[config.mk]
export PLATFORM = sky130hd
export DESIGN_NAME = lgm_ctrl
export DESIGN_NICKNAME = d
export VERILOG_FILES = /design/src/sv/lgm_pkg.sv /design/src/sv/lgm_ctrl.sv
export SDC_FILE = /design/constraint.sdc
export NUM_CORES = 1
export LEC_CHECK = 0
export BUFFER_PORTS_ARGS = -buffer_cell sky130_fd_sc_hd__buf_2
export CAP_MARGIN = 20
export CORE_MARGIN = 2
export CORE_UTILIZATION = 43
export CTS_CLUSTER_SIZE = 12
export DETAILED_ROUTE_END_ITERATION = 6
export GPL_ROUTABILITY_DRIVEN = 0
export PLACE_DENSITY = 0.79
export SYNTH_ARGS = -nofsm -noshare
export SYNTH_HDL_FRONTEND = slang
export SYNTH_SLANG_ARGS = --single-unit
[constraint.sdc]
create_clock -name clk -period 4 [get_ports clk]
set_input_delay 0.4 -clock clk [delete_from_list [all_inputs] [get_ports clk]]
set_output_delay 0.4 -clock clk [all_outputs]
set_load 0.02 [all_outputs]
[src/sv/lgm_pkg.sv]
`timescale 1ns / 1ps
package lgm_pkg;

	localparam int MAX_DIM       = 4096;
	localparam int FRAC_BITS_DEF = 16;

	localparam int DIM_W   = 13;
	localparam int POS_W   = 12;
	localparam int INV_W   = 18;
	localparam int FIX_W   = 24;
	localparam int LEVEL_W = 16;
	localparam int DATA_W  = 32;
	localparam int ADDR_W  = 5;
	localparam int IDX_W   = 3;
	localparam int NSTAGE  = 4;

	localparam logic [IDX_W-1:0] REG_IMAGE_WIDTH     = 3'd0;
	localparam logic [IDX_W-1:0] REG_IMAGE_HEIGHT    = 3'd1;
	localparam logic [IDX_W-1:0] REG_INV_HALF_WIDTH  = 3'd2;
	localparam logic [IDX_W-1:0] REG_INV_HALF_HEIGHT = 3'd3;
	localparam logic [IDX_W-1:0] REG_CENTER_X        = 3'd4;
	localparam logic [IDX_W-1:0] REG_CENTER_Y        = 3'd5;
	localparam logic [IDX_W-1:0] REG_GRAD_X          = 3'd6;
	localparam logic [IDX_W-1:0] REG_GRAD_Y          = 3'd7;

	typedef struct packed {
		logic [DIM_W-1:0]        image_width;
		logic [DIM_W-1:0]        image_height;
		logic [INV_W-1:0]        inv_half_width;
		logic [INV_W-1:0]        inv_half_height;
		logic signed [FIX_W-1:0] center_x;
		logic signed [FIX_W-1:0] center_y;
		logic signed [FIX_W-1:0] grad_x;
		logic signed [FIX_W-1:0] grad_y;
	} lgm_cfg_t;

	typedef struct packed {
		logic [POS_W-1:0] col;
		logic [POS_W-1:0] row;
		logic             eor;
		logic             eof;
	} lgm_pos_t;

	// load[k]: stage k+1 of the datapath takes a new pixel this cycle
	typedef struct packed {
		logic [NSTAGE-1:0] load;
		lgm_pos_t          pos;
	} lgm_cmd_t;

	// zero acts as one, anything past MAX_DIM acts as MAX_DIM
	function automatic logic [DIM_W-1:0] eff_dim(input logic [DIM_W-1:0] v);
		logic [DIM_W-1:0] r;
		r = v;
		if (v == '0)
			r = DIM_W'(1);
		else if (v > DIM_W'(MAX_DIM))
			r = DIM_W'(MAX_DIM);
		return r;
	endfunction

endpackage

[src/sv/lgm_ctrl.sv]
`timescale 1ns / 1ps
module lgm_ctrl import lgm_pkg::*; (
	input  logic     clk,
	input  logic     arst_n,
	input  lgm_cfg_t cfg,
	input  logic     in_valid,
	input  logic     restart,
	output logic     in_ready,
	output logic     out_valid,
	input  logic     out_ready,
	output lgm_cmd_t cmd
);

	logic [NSTAGE-1:0] vld_q;
	logic [NSTAGE-1:0] space;
	logic [NSTAGE-1:0] load;
	logic [POS_W-1:0]  col_q;
	logic [POS_W-1:0]  row_q;

	logic [DIM_W-1:0]  w_eff;
	logic [DIM_W-1:0]  h_eff;
	logic [POS_W-1:0]  col0;
	logic [POS_W-1:0]  row0;
	logic [POS_W-1:0]  col;
	logic [POS_W-1:0]  row;
	logic              eor;
	logic              eof;

	// a stage has room when empty or when its pixel moves on this cycle
	always_comb begin
		space[NSTAGE-1] = !vld_q[NSTAGE-1] || out_ready;
		for (int k = NSTAGE - 2; k >= 0; k--)
			space[k] = !vld_q[k] || space[k+1];
		load[0] = in_valid && space[0];
		for (int k = 1; k < NSTAGE; k++)
			load[k] = vld_q[k-1] && space[k];
	end

	assign in_ready  = space[0];
	assign out_valid = vld_q[NSTAGE-1];

	// scan position of the pixel being requested
	always_comb begin
		w_eff = eff_dim(cfg.image_width);
		h_eff = eff_dim(cfg.image_height);
		col0  = restart ? '0 : col_q;
		row0  = restart ? '0 : row_q;
		col   = ({1'b0, col0} >= w_eff) ? '0 : col0;
		row   = ({1'b0, row0} >= h_eff) ? '0 : row0;
		eor   = ({1'b0, col} == w_eff - DIM_W'(1));
		eof   = eor && ({1'b0, row} == h_eff - DIM_W'(1));
	end

	assign cmd.load    = load;
	assign cmd.pos.col = col;
	assign cmd.pos.row = row;
	assign cmd.pos.eor = eor;
	assign cmd.pos.eof = eof;

	always_ff @(posedge clk or negedge arst_n) begin
		if (!arst_n) begin
			vld_q <= '0;
			col_q <= '0;
			row_q <= '0;
		end else begin
			vld_q <= load | (vld_q & ~space);
			if (load[0]) begin
				if (eor) begin
					col_q <= '0;
					row_q <= eof ? '0 : row + POS_W'(1);
				end else begin
					col_q <= col + POS_W'(1);
					row_q <= row;
				end
			end
		end
	end

endmodule

==> results by group <==
Synthesis
  • Xor/xnor share of the synthesized area: 0.0430
  • Mean Syn Cell Area: 7.17 um2
  • Synth cell types: 71
  • Compound-Gate Fraction of Synth Area: 0.222
  • #FFs+latches synth: 28
  • Post-Syn Area: 3870 um2
  • Post-synth ARST share: 1.00
  • Syn Nets: 731
  • Adder-cell share of the synthesized area: 0.0904
  • Seq/Total Area, Yosys: 0.181
  • Syn. warnings: 0
  • Largest family of logic cells by synthesized area: simple AND/OR/NAND/NOR gates
  • Mux share of post-synthesis cell area: 0.0155
  • Post-Synth Simple-Gate Area: 0.388
  • EDFF count, synth: 0
  • Synth Flop Type: dfrtp_1
  • Synth Instances: 540

Flow run
  • Max Cap Viol: 0

Critical path
  • CP endpoint: cmd[0]
  • Kind of critical path: input pin to output port
  • CP max stage cell: or4_4
  • Critical Path Sink Type: output port
  • Reg2reg start: col_q[8]$_DFFE_PN0P_
  • Crit Path Max Fanout: 5
  • R2R Path End: row_q[3]$_DFFE_PN0P_
  • Crit path top cell by count: buf_6
  • Crit path DAT: 3830 ps
  • Reg2Reg Depth: 17
  • Setup crit start kind: input pin
  • WP data required: 3600 ps
  • CP startpoint: cfg[146]
  • R2r setup slk: 250 ps
  • Worst path cell trace: buf_6, or4_4, o41ai_4, inv_2, ha_4, buf_6, or3b_4, a311o_1, o21ai_2, a21oi_1, or4b_4, nor3_4, nand4_1, nor2_4, and2_4, buf_6
  • CP max stage delay: 530 ps

Timing
  • Hold Vio Cnt, Final: 0
  • Max-slew headroom: 0.500
  • Final worst-path cycle share: 1.06
  • Final worst slack: -233 ps
  • Tightest Pin Transition: 745 ps
  • Clk_skew: 10.0 ps
  • Post-layout min period: 4230 ps
  • RSZ-0062 raised after global routing: yes
  • Max Slew Vio Count: 0
  • Final setup fails: 9
  • Fmax: 236 MHz

Layout
  • Final net count: 868
  • Layout cell share with drive strength beyond 1: 0.317
  • Area grow syn2layout: 35.3%
  • Finished Layout Cells: 784
  • Layout Utilization: 0.601
  • N_diodes: 0
  • Final Cell Area: 5240 um2

Routing
  • DRT antenna net count: 0
  • Total iterations of the first detailed-routing run: 5
  • Wire per inst: 16.6 um
  • DRC Markers: 0
  • Drt total wl: 13000 um
  • DR vias/cell: 6.14
  • Via Count: 4817
  • Initial DRC Count: 369

Floorplan
  • Starting Density: 0.444
  • Die Y: 98.9 um
  • Placeable Area: 8720 um2
  • Die area: 9780 um2
  • Row count: 34
  • # IOs: 195
  • Die X: 98.9 um

Clock network
  • Later-pin clock latency in the skew report: 290 ps
  • TritonCTS Buffers: 3
  • Clock sinks: 28
  • Hold-fix buffers, CTS: 0
  • CTS tree: yes
  • Largest buffer count on any clock path: 2
  • Root cell of the clock tree: clkbuf_8
  • Clk slew on worst S/H paths: 110 ps
  • H-tree Lvls: 1

Placement
  • Hpwl dp: 9650 um
  • Placed Instances: 759
  • Placed Area: 4800 um2
  • IO Port Bufs: 62

Global routing
  • Global-route wire length before repair: 20700 um
  • Largest net degree at the start of global routing: 32
  • Grt total ovfl: 0
  • Vias in the first global route: 4539
  • Global-route usage over all layers: 0.249
  • Initial antenna violation count: 0

Power and ir drop
  • Power Dens Cells: 192 nW/um2
  • VDD IR max: 0.000140 V
  • Leak: 2.44 nW

Status
  • Failing checks: negative setup slack
  • Run status: finished with violations

Min path
  • Worst hold path class: input pin to async pin
[worst min-delay path by stage]
stage / from / endpoint / slack (ps) / cells after the start
finish: arst_n / row_q[5]$_DFFE_PN0P_ / 120 / 1
global route: arst_n / row_q[11]$_DFFE_PN0P_ / 180 / 1
CTS: arst_n / row_q[11]$_DFFE_PN0P_ / 150 / 1
detailed placement: arst_n / async pin / 460 / 1
global placement: arst_n / async pin / 450 / 1
floorplan: arst_n / async pin / 100 / 0
[layout by cell type (no fill, tap or decap), drive strengths merged, types with 5 or more instances in the layout]
cell type  Yosys  layout
a31oi          8       8
o31ai         10      10
nor3          21      21
ha            28      28
mux2i          6       6
and2          12      12
o21a           5       5
buf            9     159
or2            6       6
nand3b         5       5
a21oi         24      24
or3           13      13
inv           22      22
or4            5       5
xnor2         11      11
and3          12      12
xor2           8       8
nor2b         16      16
o21ai         34      35
nor2          43      43
nand4         12      12
o41ai          5       5
dfrtp         28      28
nand2b        11      11
nor4          11      11
nand3         20      20
nand2         76      76
nor4b          5       5
[metrics by stage]
stage	setup TNS, ps	setup WS [ps]	power [mW]	hold WS, ps
6_report	-971	-233	1.01	116
5_1_grt	-2880	-323	1.06	176
4_1_cts	-271	-162	0.972	150
3_5_place_dp	-4840	-284	0.731	459
3_3_place_gp	-3290	-235	0.714	450
2_1_floorplan	0	12.5	0.570	104
[Yosys cell counts, drive strengths merged (8+ instances only)]
master	n	area [um2]
nand2	76	285
nor2	43	164
o21ai	34	170
dfrtp	28	701
ha	28	350
a21oi	24	120
inv	22	82.6
nor3	21	105
nand3	20	100
clkbuf	19	72.6
nor2b	16	100
or3	13	81.3
and2	12	75.1
and3	12	75.1
nand4	12	75.1
nand2b	11	76.3
nor4	11	75.1
xnor2	11	96.3
o31ai	10	80.1
buf	9	73.8
a31oi	8	50.1
xor2	8	70.1
[layout make-up]
class	instances	area [um2]
inverter	23	86.3
sequential	28	701
timing repair buffer	159	1090
tap	108	135
clock buffer	3	41.3
fill	763	3480
clock inverter	1	30.0
multi-input combinational	462	3160
[cell families after synthesis]
| group | after synthesis |
|---|---|
| fa+ha+maj | 28 |
| buf+inv | 51 |
| simple gates | 282 |
| mux | 6 |
| xor+xnor | 19 |
| flops | 28 |
| compound gates | 126 |
[per-layer routing]
metal  vias to the layer above  routed length, um  global-route usage
met5                         -                  0                   0
met4                         0                440              0.0759
met3                        52                947              0.0277
met2                       256               6400               0.444
met1                      2247               5230               0.316
li1                       2262                  -                   -
[power breakdown]
group | internal, mW | switching [mW] | total (mW)
sequential | 0.302 | 0.0241 | 0.326
clock | 0.134 | 0.0984 | 0.233
combinational | 0.192 | 0.255 | 0.447
total | 0.629 | 0.377 | 1.01
[what timing repair did]
item,4_1_cts,5_1_grt
hold endpoints to repair,0,0
pin swaps,10,10
gates cloned,0,1
setup buffers,11,10
gates resized for setup,16,35
setup endpoints to repair,5,25
[critical path: cells and delay by family]
kind,cells,cell delay (ps)
and+or+nand+nor,7,1940
AOI/OAI and AO/OA,4,880
buffers and inverters,4,400
adders and majority gates,1,190
No activity file was read; power rests on OpenSTA's default activity.
