==> src/sv/lgm_pkg.sv <==
`timescale 1ns / 1ps
package lgm_pkg;

	localparam int MAX_DIM       = 4096;
	localparam int FRAC_BITS_DEF = 16;

	localparam int DIM_W   = 13;
	localparam int POS_W   = 12;
	localparam int INV_W   = 18;
	localparam int FIX_W   = 24;
	localparam int LEVEL_W = 16;
	localparam int DATA_W  = 32;
	localparam int ADDR_W  = 5;
	localparam int IDX_W   = 3;
	localparam int NSTAGE  = 4;

	localparam logic [IDX_W-1:0] REG_IMAGE_WIDTH     = 3'd0;
	localparam logic [IDX_W-1:0] REG_IMAGE_HEIGHT    = 3'd1;
	localparam logic [IDX_W-1:0] REG_INV_HALF_WIDTH  = 3'd2;
	localparam logic [IDX_W-1:0] REG_INV_HALF_HEIGHT = 3'd3;
	localparam logic [IDX_W-1:0] REG_CENTER_X        = 3'd4;
	localparam logic [IDX_W-1:0] REG_CENTER_Y        = 3'd5;
	localparam logic [IDX_W-1:0] REG_GRAD_X          = 3'd6;
	localparam logic [IDX_W-1:0] REG_GRAD_Y          = 3'd7;

	typedef struct packed {
		logic [DIM_W-1:0]        image_width;
		logic [DIM_W-1:0]        image_height;
		logic [INV_W-1:0]        inv_half_width;
		logic [INV_W-1:0]        inv_half_height;
		logic signed [FIX_W-1:0] center_x;
		logic signed [FIX_W-1:0] center_y;
		logic signed [FIX_W-1:0] grad_x;
		logic signed [FIX_W-1:0] grad_y;
	} lgm_cfg_t;

	typedef struct packed {
		logic [POS_W-1:0] col;
		logic [POS_W-1:0] row;
		logic             eor;
		logic             eof;
	} lgm_pos_t;

	// load[k]: stage k+1 of the datapath takes a new pixel this cycle
	typedef struct packed {
		logic [NSTAGE-1:0] load;
		lgm_pos_t          pos;
	} lgm_cmd_t;

	// zero acts as one, anything past MAX_DIM acts as MAX_DIM
	function automatic logic [DIM_W-1:0] eff_dim(input logic [DIM_W-1:0] v);
		logic [DIM_W-1:0] r;
		r = v;
		if (v == '0)
			r = DIM_W'(1);
		else if (v > DIM_W'(MAX_DIM))
			r = DIM_W'(MAX_DIM);
		return r;
	endfunction

endpackage

==> src/sv/lgm_regs.sv <==
`timescale 1ns / 1ps
module lgm_regs import lgm_pkg::*; (
	input  logic              clk,
	input  logic              arst_n,
	input  logic              psel,
	input  logic              penable,
	input  logic              pwrite,
	input  logic [ADDR_W-1:0] paddr,
	input  logic [DATA_W-1:0] pwdata,
	output logic [DATA_W-1:0] prdata,
	output logic              pready,
	output lgm_cfg_t          cfg
);

	lgm_cfg_t         cfg_q;
	logic [IDX_W-1:0] idx;
	logic             wr_en;

	assign idx    = paddr[ADDR_W-1:2];
	assign wr_en  = psel && penable && pwrite;
	assign pready = 1'b1;
	assign cfg    = cfg_q;

	always_ff @(posedge clk or negedge arst_n) begin
		if (!arst_n) begin
			cfg_q.image_width     <= DIM_W'(1);
			cfg_q.image_height    <= DIM_W'(1);
			cfg_q.inv_half_width  <= INV_W'(131072);
			cfg_q.inv_half_height <= INV_W'(131072);
			cfg_q.center_x        <= '0;
			cfg_q.center_y        <= '0;
			cfg_q.grad_x          <= '0;
			cfg_q.grad_y          <= FIX_W'(65536);
		end else if (wr_en) begin
			case (idx)
				REG_IMAGE_WIDTH:     cfg_q.image_width     <= pwdata[DIM_W-1:0];
				REG_IMAGE_HEIGHT:    cfg_q.image_height    <= pwdata[DIM_W-1:0];
				REG_INV_HALF_WIDTH:  cfg_q.inv_half_width  <= pwdata[INV_W-1:0];
				REG_INV_HALF_HEIGHT: cfg_q.inv_half_height <= pwdata[INV_W-1:0];
				REG_CENTER_X:        cfg_q.center_x        <= pwdata[FIX_W-1:0];
				REG_CENTER_Y:        cfg_q.center_y        <= pwdata[FIX_W-1:0];
				REG_GRAD_X:          cfg_q.grad_x          <= pwdata[FIX_W-1:0];
				REG_GRAD_Y:          cfg_q.grad_y          <= pwdata[FIX_W-1:0];
				default: ;
			endcase
		end
	end

	always_comb begin
		case (idx)
			REG_IMAGE_WIDTH:     prdata = {{(DATA_W-DIM_W){1'b0}}, cfg_q.image_width};
			REG_IMAGE_HEIGHT:    prdata = {{(DATA_W-DIM_W){1'b0}}, cfg_q.image_height};
			REG_INV_HALF_WIDTH:  prdata = {{(DATA_W-INV_W){1'b0}}, cfg_q.inv_half_width};
			REG_INV_HALF_HEIGHT: prdata = {{(DATA_W-INV_W){1'b0}}, cfg_q.inv_half_height};
			REG_CENTER_X:        prdata = {{(DATA_W-FIX_W){1'b0}}, cfg_q.center_x};
			REG_CENTER_Y:        prdata = {{(DATA_W-FIX_W){1'b0}}, cfg_q.center_y};
			REG_GRAD_X:          prdata = {{(DATA_W-FIX_W){1'b0}}, cfg_q.grad_x};
			REG_GRAD_Y:          prdata = {{(DATA_W-FIX_W){1'b0}}, cfg_q.grad_y};
			default:             prdata = '0;
		endcase
	end

endmodule

==> config.mk <==
export PLATFORM = sky130hd
export DESIGN_NAME = lgm_regs
export DESIGN_NICKNAME = d
export VERILOG_FILES = /design/src/sv/lgm_pkg.sv /design/src/sv/lgm_regs.sv
export SDC_FILE = /design/constraint.sdc
export NUM_CORES = 1
export LEC_CHECK = 0
export BUFFER_PORTS_ARGS = -buffer_cell sky130_fd_sc_hd__clkbuf_2
export CORE_UTILIZATION = 45
export CTS_BUF_LIST = sky130_fd_sc_hd__clkbuf_4 sky130_fd_sc_hd__clkbuf_8 sky130_fd_sc_hd__clkbuf_16
export DETAILED_ROUTE_END_ITERATION = 12
export GPL_TIMING_DRIVEN = 0
export PLACE_DENSITY = 0.83
export REMOVE_ABC_BUFFERS = 1
export SYNTH_ARGS = -nofsm -noshare
export SYNTH_HDL_FRONTEND = slang
export SYNTH_SLANG_ARGS = --single-unit
export TNS_END_PERCENT = 100
==> constraint.sdc <==
create_clock -name clk -period 2.3 [get_ports clk]
set_input_delay 0.46 -clock clk [delete_from_list [all_inputs] [get_ports clk]]
set_output_delay 0.46 -clock clk [all_outputs]
set_load 0.005 [all_outputs]
==> impl_results.md, run 1 <==
* Status: finished, final reports clean
* Post-layout min period at 2.21 ns
* Largest net degree at the start of global routing at 90
* Antenna diode count at 0
* Synth-to-Final Area Change at 28.4%
* RSZ-0062 raised after global routing: false
* Die span in x at between 100 and 150 µm
* Share of post-route cells with drive strength above 1 at roughly 60%
* CP Class: in -> out
* GP Congestion at roughly 0.7
* CP Capture Type: output pin
* Post-synth ARST share at 100%
* Drt total wl at 19.4 mm
* Initial Util at between 40% and 50%
* Crit path required time at roughly 1.8 ns
* TritonCTS clock tree: built
* CP startpoint kind: input port
* Via count at roughly 5200
* Rel. slew slack at between 30 and 40%
* Final Util at between 50% and 60%
* Drt first pass iters at 4
* Vias in the first global route at just over 5000
* TNS Setup at 0 ns
* Core box area at 15900 µm²
* Pre-CTS setup slack at -1.74 ns
* Worst Hold Slack at about 0.058 ns
* H-tree levels at 4
* Gr ovfl total at 0
* HP Class: in -> async
* Final Skew at 0 ns
* Clock Latency Late Sink at 0.40 ns
* Clk slew on worst S/H paths at 0.06 ns
* Max reg flops at around 160
* Initial DRC count at between 150 and 200
* DR WL/cell at 20.4 µm
* Placed cells at between 900 and 1000
* Endpoints failing hold at 0
* Initial antenna violation count at 0
* Post-route clock period utilization at 96.2%
* Met3 Usage GRT at about 5.7%
* Syn avg cell area at 14.4 µm²
* Met2 Use GR at 38.4%
* Detail Route Antenna Nets at 0
* Synth Register Bits at between 150 and 200
* Global routing's busiest layer: met2
* Worst Slack Setup Final at between 0.08 and 0.09 ns
* Die H at about 130 µm
* IO Pins at 233
* Cell chosen for the clock root: clkbuf_16
* Peak supply drop at 0.470 mV
* Post-Syn Area at between 7000 and 8000 µm²
* Library cells used by synthesis at 37
* Dpl cell area at about 8600 µm²
* Main flop type after synthesis: dfrtp_1
* # DRC at 0
* P per Cell Area at roughly 920 nW/µm²
* Hold-fix buffers at CTS at 0
* HPWL Detailed at 12.0 mm
* Final-layout fill cell count at between 1000 and 1500
* Crit path DAT at around 1.8 ns
* TritonCTS Buffers at 17
* Cells after synthesis at 509
* Warnings from Yosys at 0
* Final nets at 760
* Die area at 16800 µm²
* DR vias/cell at approximately 5.5
* Leakage Power at 4.69 nW
* Final count of pins violating max slew at 0
* Total track usage at a little under a quarter
* Post-synth EDFFs at 0
* Finished Layout Cells at roughly 950
* Register area share after synthesis at a little over half
* Final Setup Violations at 0
* Crit path max fanout at 47
* Finished Cell Area at roughly 9400 µm²
* Max-Cap Viols at 0
* Clk sinks at approximately 160
* Met1 Track Usage GR at 32.0%
* Tot Pwr at 8.68 mW
* Achievable Freq at ~450 MHz
* First-pass GRT wire length at 29.3 mm
* Bufs on Longest Clock Path at 2
* Row count at 46
* Port Buffer Count at between 200 and 250
* Worst slew pin tran at about 0.99 ns
[repair_timing]
item	4_1_cts	5_1_grt
cloned	1	1
pin swaps	2	1
endpoints found under the hold margin	0	0
endpoints found under the setup margin	182	37
resized for setup	13	3
setup buffers	5	0
[cell type report]
cell class / count / area [µm²] / area share (%)
Sequential cell: 158 / 3960 / 42.1
Clock buffer: 27 / 526 / 5.59
Inverter: 11 / 41.3 / 0.439
Tap cell: 216 / 270 / 2.87
Timing Repair Buffer: 223 / 1310 / 13.9
Clock inverter: 5 / 129 / 1.37
Multi-Input combinational cell: 307 / 3170 / 33.7
[worst paths after layout]
kind	startpoint	to	slack, ns	depth (start not counted)
max	paddr[2]	prdata[7]	0.09	4
min reg2reg	cfg[21]$_DFFE_PN0P_	cfg[21]$_DFFE_PN0P_	0.53	1
max in group asynchronous	arst_n	cfg[132]$_DFFE_PN1P_	1.35	2
min in group clk	pwdata[19]	cfg[91]$_DFFE_PN0P_	0.33	2
max reg2reg	cfg[7]$_DFFE_PN0P_	cfg[7]$_DFFE_PN0P_	1.50	1
min	arst_n	cfg[13]$_DFFE_PN0P_	0.06	1
[synth_stat cells, types with 6 or more instances]
cell type    n  area [µm²]
a221oi_1    11        96.3
and2_1       6        37.5
buf_2       14        70.1
buf_4       17         128
clkbuf_1     8        30.0
dfrtp_1    153        3830
inv_1       11        41.3
mux2_2     150        1690
mux2_4      10         150
mux2i_1     42         420
mux4_2       9         203
o22a_1      12         105
o22ai_1     12        75.1
[power by group]
part	leakage, nW	total, mW	switching (mW)	internal (mW)
sequential	2.01	3.79	0.448	3.34
clock	0.327	3.08	1.07	2.01
combinational	2.35	1.81	0.750	1.06
[critical path: stages]
cell and delay [ns]:
clkbuf_8 0.29, or3_4 0.59, o22a_1 0.26, clkbuf_2 0.11
[per-layer routing]
| metal | routed length (µm) | up-vias |
|---|---|---|
| met4 | 111 | 0 |
| met1 | 8680 | 2685 |
| met3 | 1090 | 8 |
| li1 | - | 2287 |
| met2 | 9470 | 192 |
| met5 | 0 | - |
[cells in the final DEF, fill, tap and decap left out, types with 4 or more instances in the layout]
cell type	Yosys	routed
conb_1	2	9
mux2i_1	42	42
clkbuf_16	0	17
inv_1	11	11
nand2_1	5	4
a221oi_1	11	11
mux4_2	9	9
mux2_4	10	10
bufinv_16	0	4
dfrtp_1	153	153
and2_1	6	6
nor2_1	5	5
nor2_4	0	6
nand2b_1	5	4
o21ai_0	5	5
clkbuf_2	0	209
mux2_2	150	150
clkbuf_4	0	6
o22a_1	12	12
clkbuf_8	0	7
o22ai_1	12	12
dfstp_2	5	5
[cell families (layout without fill, tap and decap cells)]
group | after synthesis | in the layout | synth area share, %
AO/OA/AOI/OAI | 50 | 50 | 5.11
flip-flops | 158 | 158 | 54.1
buffers and inverters | 52 | 266 | 3.88
AND/OR/NAND/NOR | 36 | 37 | 3.23
other | 2 | 9 | 0.103
multiplexers | 211 | 211 | 33.6
Note: power is estimated with default switching activity, not from simulation.
==> run 2, diff against run 1 <==
Settings changed: PLACE_DENSITY 0.83 to 0.72.
==> run 2 against run 1 <==
Net effect: core utilization about the same; flip-flop and latch count stayed put; global-route usage increased by 1.4 points; cell count grew 0.11%; clock power shrank 12%; cell area hardly changed; critical path depth grew 1; non-clock buffer count is 1 higher; critical path type unchanged; highest routed layer unchanged.
==> impl_results.md, run 2 (same netlist as run 1, synthesis figures left out) <==
* Initial antenna violation count at 0 (unchanged)
* Status: finished, final reports clean (unchanged)
* Die area at 16800 µm² (unchanged)
* Max incr delay on CP at 0.60 ns (was 0.59 ns)
* Final nets at 761 (was 760)
* Vias in the first global route at 5273 (was 5160)
* Reg-to-reg critical path startpoint: cfg[77]$_DFFE_PN0P_ (was cfg[7]$_DFFE_PN0P_)
* Port Buffer Count at 213 (unchanged)
* Die H at 130 µm (unchanged)
* Leakage Power at 4.69 nW (about the same)
* Crit path DAT at 1.81 ns (was 1.75 ns)
* Dpl cell area at 8630 µm² (was 8570 µm²)
* Final count of pins violating max slew at 0 (unchanged)
* Core box area at 15900 µm² (unchanged)
* R2R setup slack at 1.49 ns (was 1.50 ns)
* Initial Util at 46.1% (unchanged)
* TritonCTS clock tree: built (unchanged)
* Post-layout min period at 2.27 ns (was 2.21 ns)
* # DRC at 0 (unchanged)
* HP Class: in -> async (unchanged)
* FF-to-FF End: cfg[77]$_DFFE_PN0P_ (was cfg[7]$_DFFE_PN0P_)
* First-pass GRT wire length at 30.8 mm (was 29.3 mm)
* Antenna diode count at 0 (unchanged)
* HPWL Detailed at 13.0 mm (was 12.0 mm)
* Clk sinks at 158 (unchanged)
* Detail Route Antenna Nets at 0 (unchanged)
* Initial DRC count at 214 (was 196)
* H-tree levels at 4 (unchanged)
* Synth-to-Final Area Change at 28.3% (was 28.4%)
* CP Capture Type: output pin (unchanged)
* Cell chosen for the clock root: clkbuf_16 (unchanged)
* IO Pins at 233 (unchanged)
* Drt total wl at 20.4 mm (was 19.4 mm)
* Gr ovfl total at 0 (unchanged)
* Peak supply drop at 0.518 mV (was 0.470 mV)
* RSZ-0062 raised after global routing: true (was false)
* CP startpoint kind: input port (unchanged)
* Total track usage at 25.0% (was 23.6%)
* Crit path required time at 1.84 ns (about the same)
* Crit path max fanout at 15 (was 47)
* Largest net degree at the start of global routing at 92 (was 90)
* Worst Hold Slack at 0.0258 ns (was 0.0576 ns)
* Final Skew at 0 ns (unchanged)
* Post-route clock period utilization at 98.6% (was 96.2%)
* Die span in x at 130 µm (unchanged)
* Commonest non-fill, non-tap cell in the layout: clkbuf_2 (unchanged)
* Max reg flops at 158 (unchanged)
* TritonCTS Buffers at 17 (unchanged)
* Via count at 5240 (was 5172)
* CP Class: in -> out (unchanged)
* Rel. slew slack at 33.8% (was 33.9%)
* Endpoints failing hold at 0 (unchanged)
* Worst slew pin tran at 0.991 ns (was 0.992 ns)
* DR WL/cell at 21.6 µm (was 20.4 µm)
* Clk slew on worst S/H paths at 0.06 ns (about the same)
* Share of post-route cells with drive strength above 1 at 60.8% (was 60.5%)
* Row count at 46 (unchanged)
* Drt first pass iters at 4 (unchanged)
* Max-Cap Viols at 0 (unchanged)
* Finished Cell Area at 9400 µm² (about the same)
* Most frequent cells in the layout: clkbuf_2, dfrtp_1, mux2_2 (unchanged)
* Critical-path cell list: clkbuf_8, buf_16, or3_2, o22a_1, clkbuf_2 (was clkbuf_8, or3_4, o22a_1, clkbuf_2)
* DR vias/cell at 5.53 (was 5.46)
* P per Cell Area at 892 nW/µm² (was 923 nW/µm²)
* Final Setup Violations at 0 (unchanged)
* Clock Latency Late Sink at 0.41 ns (was 0.40 ns)
* GP Congestion at 0.804 (was 0.716)
* Worst r2r path cells at 1 (unchanged)
* Worst path slowest cell: or3_2 (was or3_4)
* Bufs on Longest Clock Path at 2 (unchanged)
* Achievable Freq at 441 MHz (was 452 MHz)
-- run 2: cell types whose count changed in the layout (fill, tap and decap cells not counted) --
cell	before	now
clkinv_2	0	4
bufinv_16	4	1
buf_16	3	5
a221oi_1	11	10
a221oi_2	0	1
buf_4	2	1
buf_8	2	1
bufbuf_16	1	2
clkbuf_4	6	5
nor2_1	5	4
nor2_2	0	1
nor2_4	6	5
or3_2	0	1
-- run 2: what timing repair did --
| action | 4_1_cts | 5_1_grt |
|---|---|---|
| setup endpoints to repair | 138 | 5 |
| hold endpoints to repair | 0 | 0 |
| pin swaps | 2 | 0 |
| resized for setup | 13 | 3 |
| cloned | 3 | 0 |
| setup buffers | 3 | 0 |
| hold buffers | 0 | 0 |
-- run 2: cell type report --
type                    count  area [µm²]
clock buffers              26         518
repair buffers            224        1370
inverters                  11        41.3
multi-input cells         307        3180
flip-flops and latches    158        3960
fillers                  1280        6490
clock inverters             6        58.8
well taps                 216         270
-- run 2: worst max-delay path by stage --
stage                         from                  end  slack, ns  depth (start not counted)
after CTS                 paddr[2]            prdata[3]       0.03                          5
after global routing      paddr[3]           prdata[11]     -0.008                          6
after floorplan           paddr[2]  cfg[48]$_DFFE_PN0P_       0.40                          3
after global placement    paddr[2]  cfg[23]$_DFFE_PN0P_      -2.22                          4
after detailed placement  paddr[4]  cfg[70]$_DFFE_PN0P_      -1.35                          4
final                     paddr[3]            prdata[3]       0.03                          5
-- run 2: through the flow --
step / util [%] / setup TNS [ns] / total power [mW] / std cells / worst slack [ns]
finish: 59.2 / 0 / 8.38 / 948 / 0.0328
global route: 59.2 / -0.0172 / 8.78 / 948 / -0.00760
global placement: 53.2 / -608.62 / 5.55 / 904 / -2.22
CTS: 59.1 / 0 / 8.44 / 948 / 0.0286
detailed placement: 54.3 / -144.80 / 5.67 / 910 / -1.35
floorplan: - / 0 / 4.61 / 475 / 0.401
-- run 2: report_power, final --
group	switching, mW	internal [mW]
Combinational	0.788	1.08
Sequential	0.456	3.34
Clock	1.06	1.66
-- run 2: critical path, delay by kind of cell --
family	cells	cell delay, ns
compound gates	1	0.25
buf+inv	3	0.49
simple gates	1	0.60
-- run 2: layer usage --
metal	routed length (µm)	vias to the layer above	global-route usage, %
met5	0	-	0
met4	217	0	8.48
li1	-	2277	-
met1	9000	2755	32.2
met3	1070	17	4.91
met2	10200	191	42.0
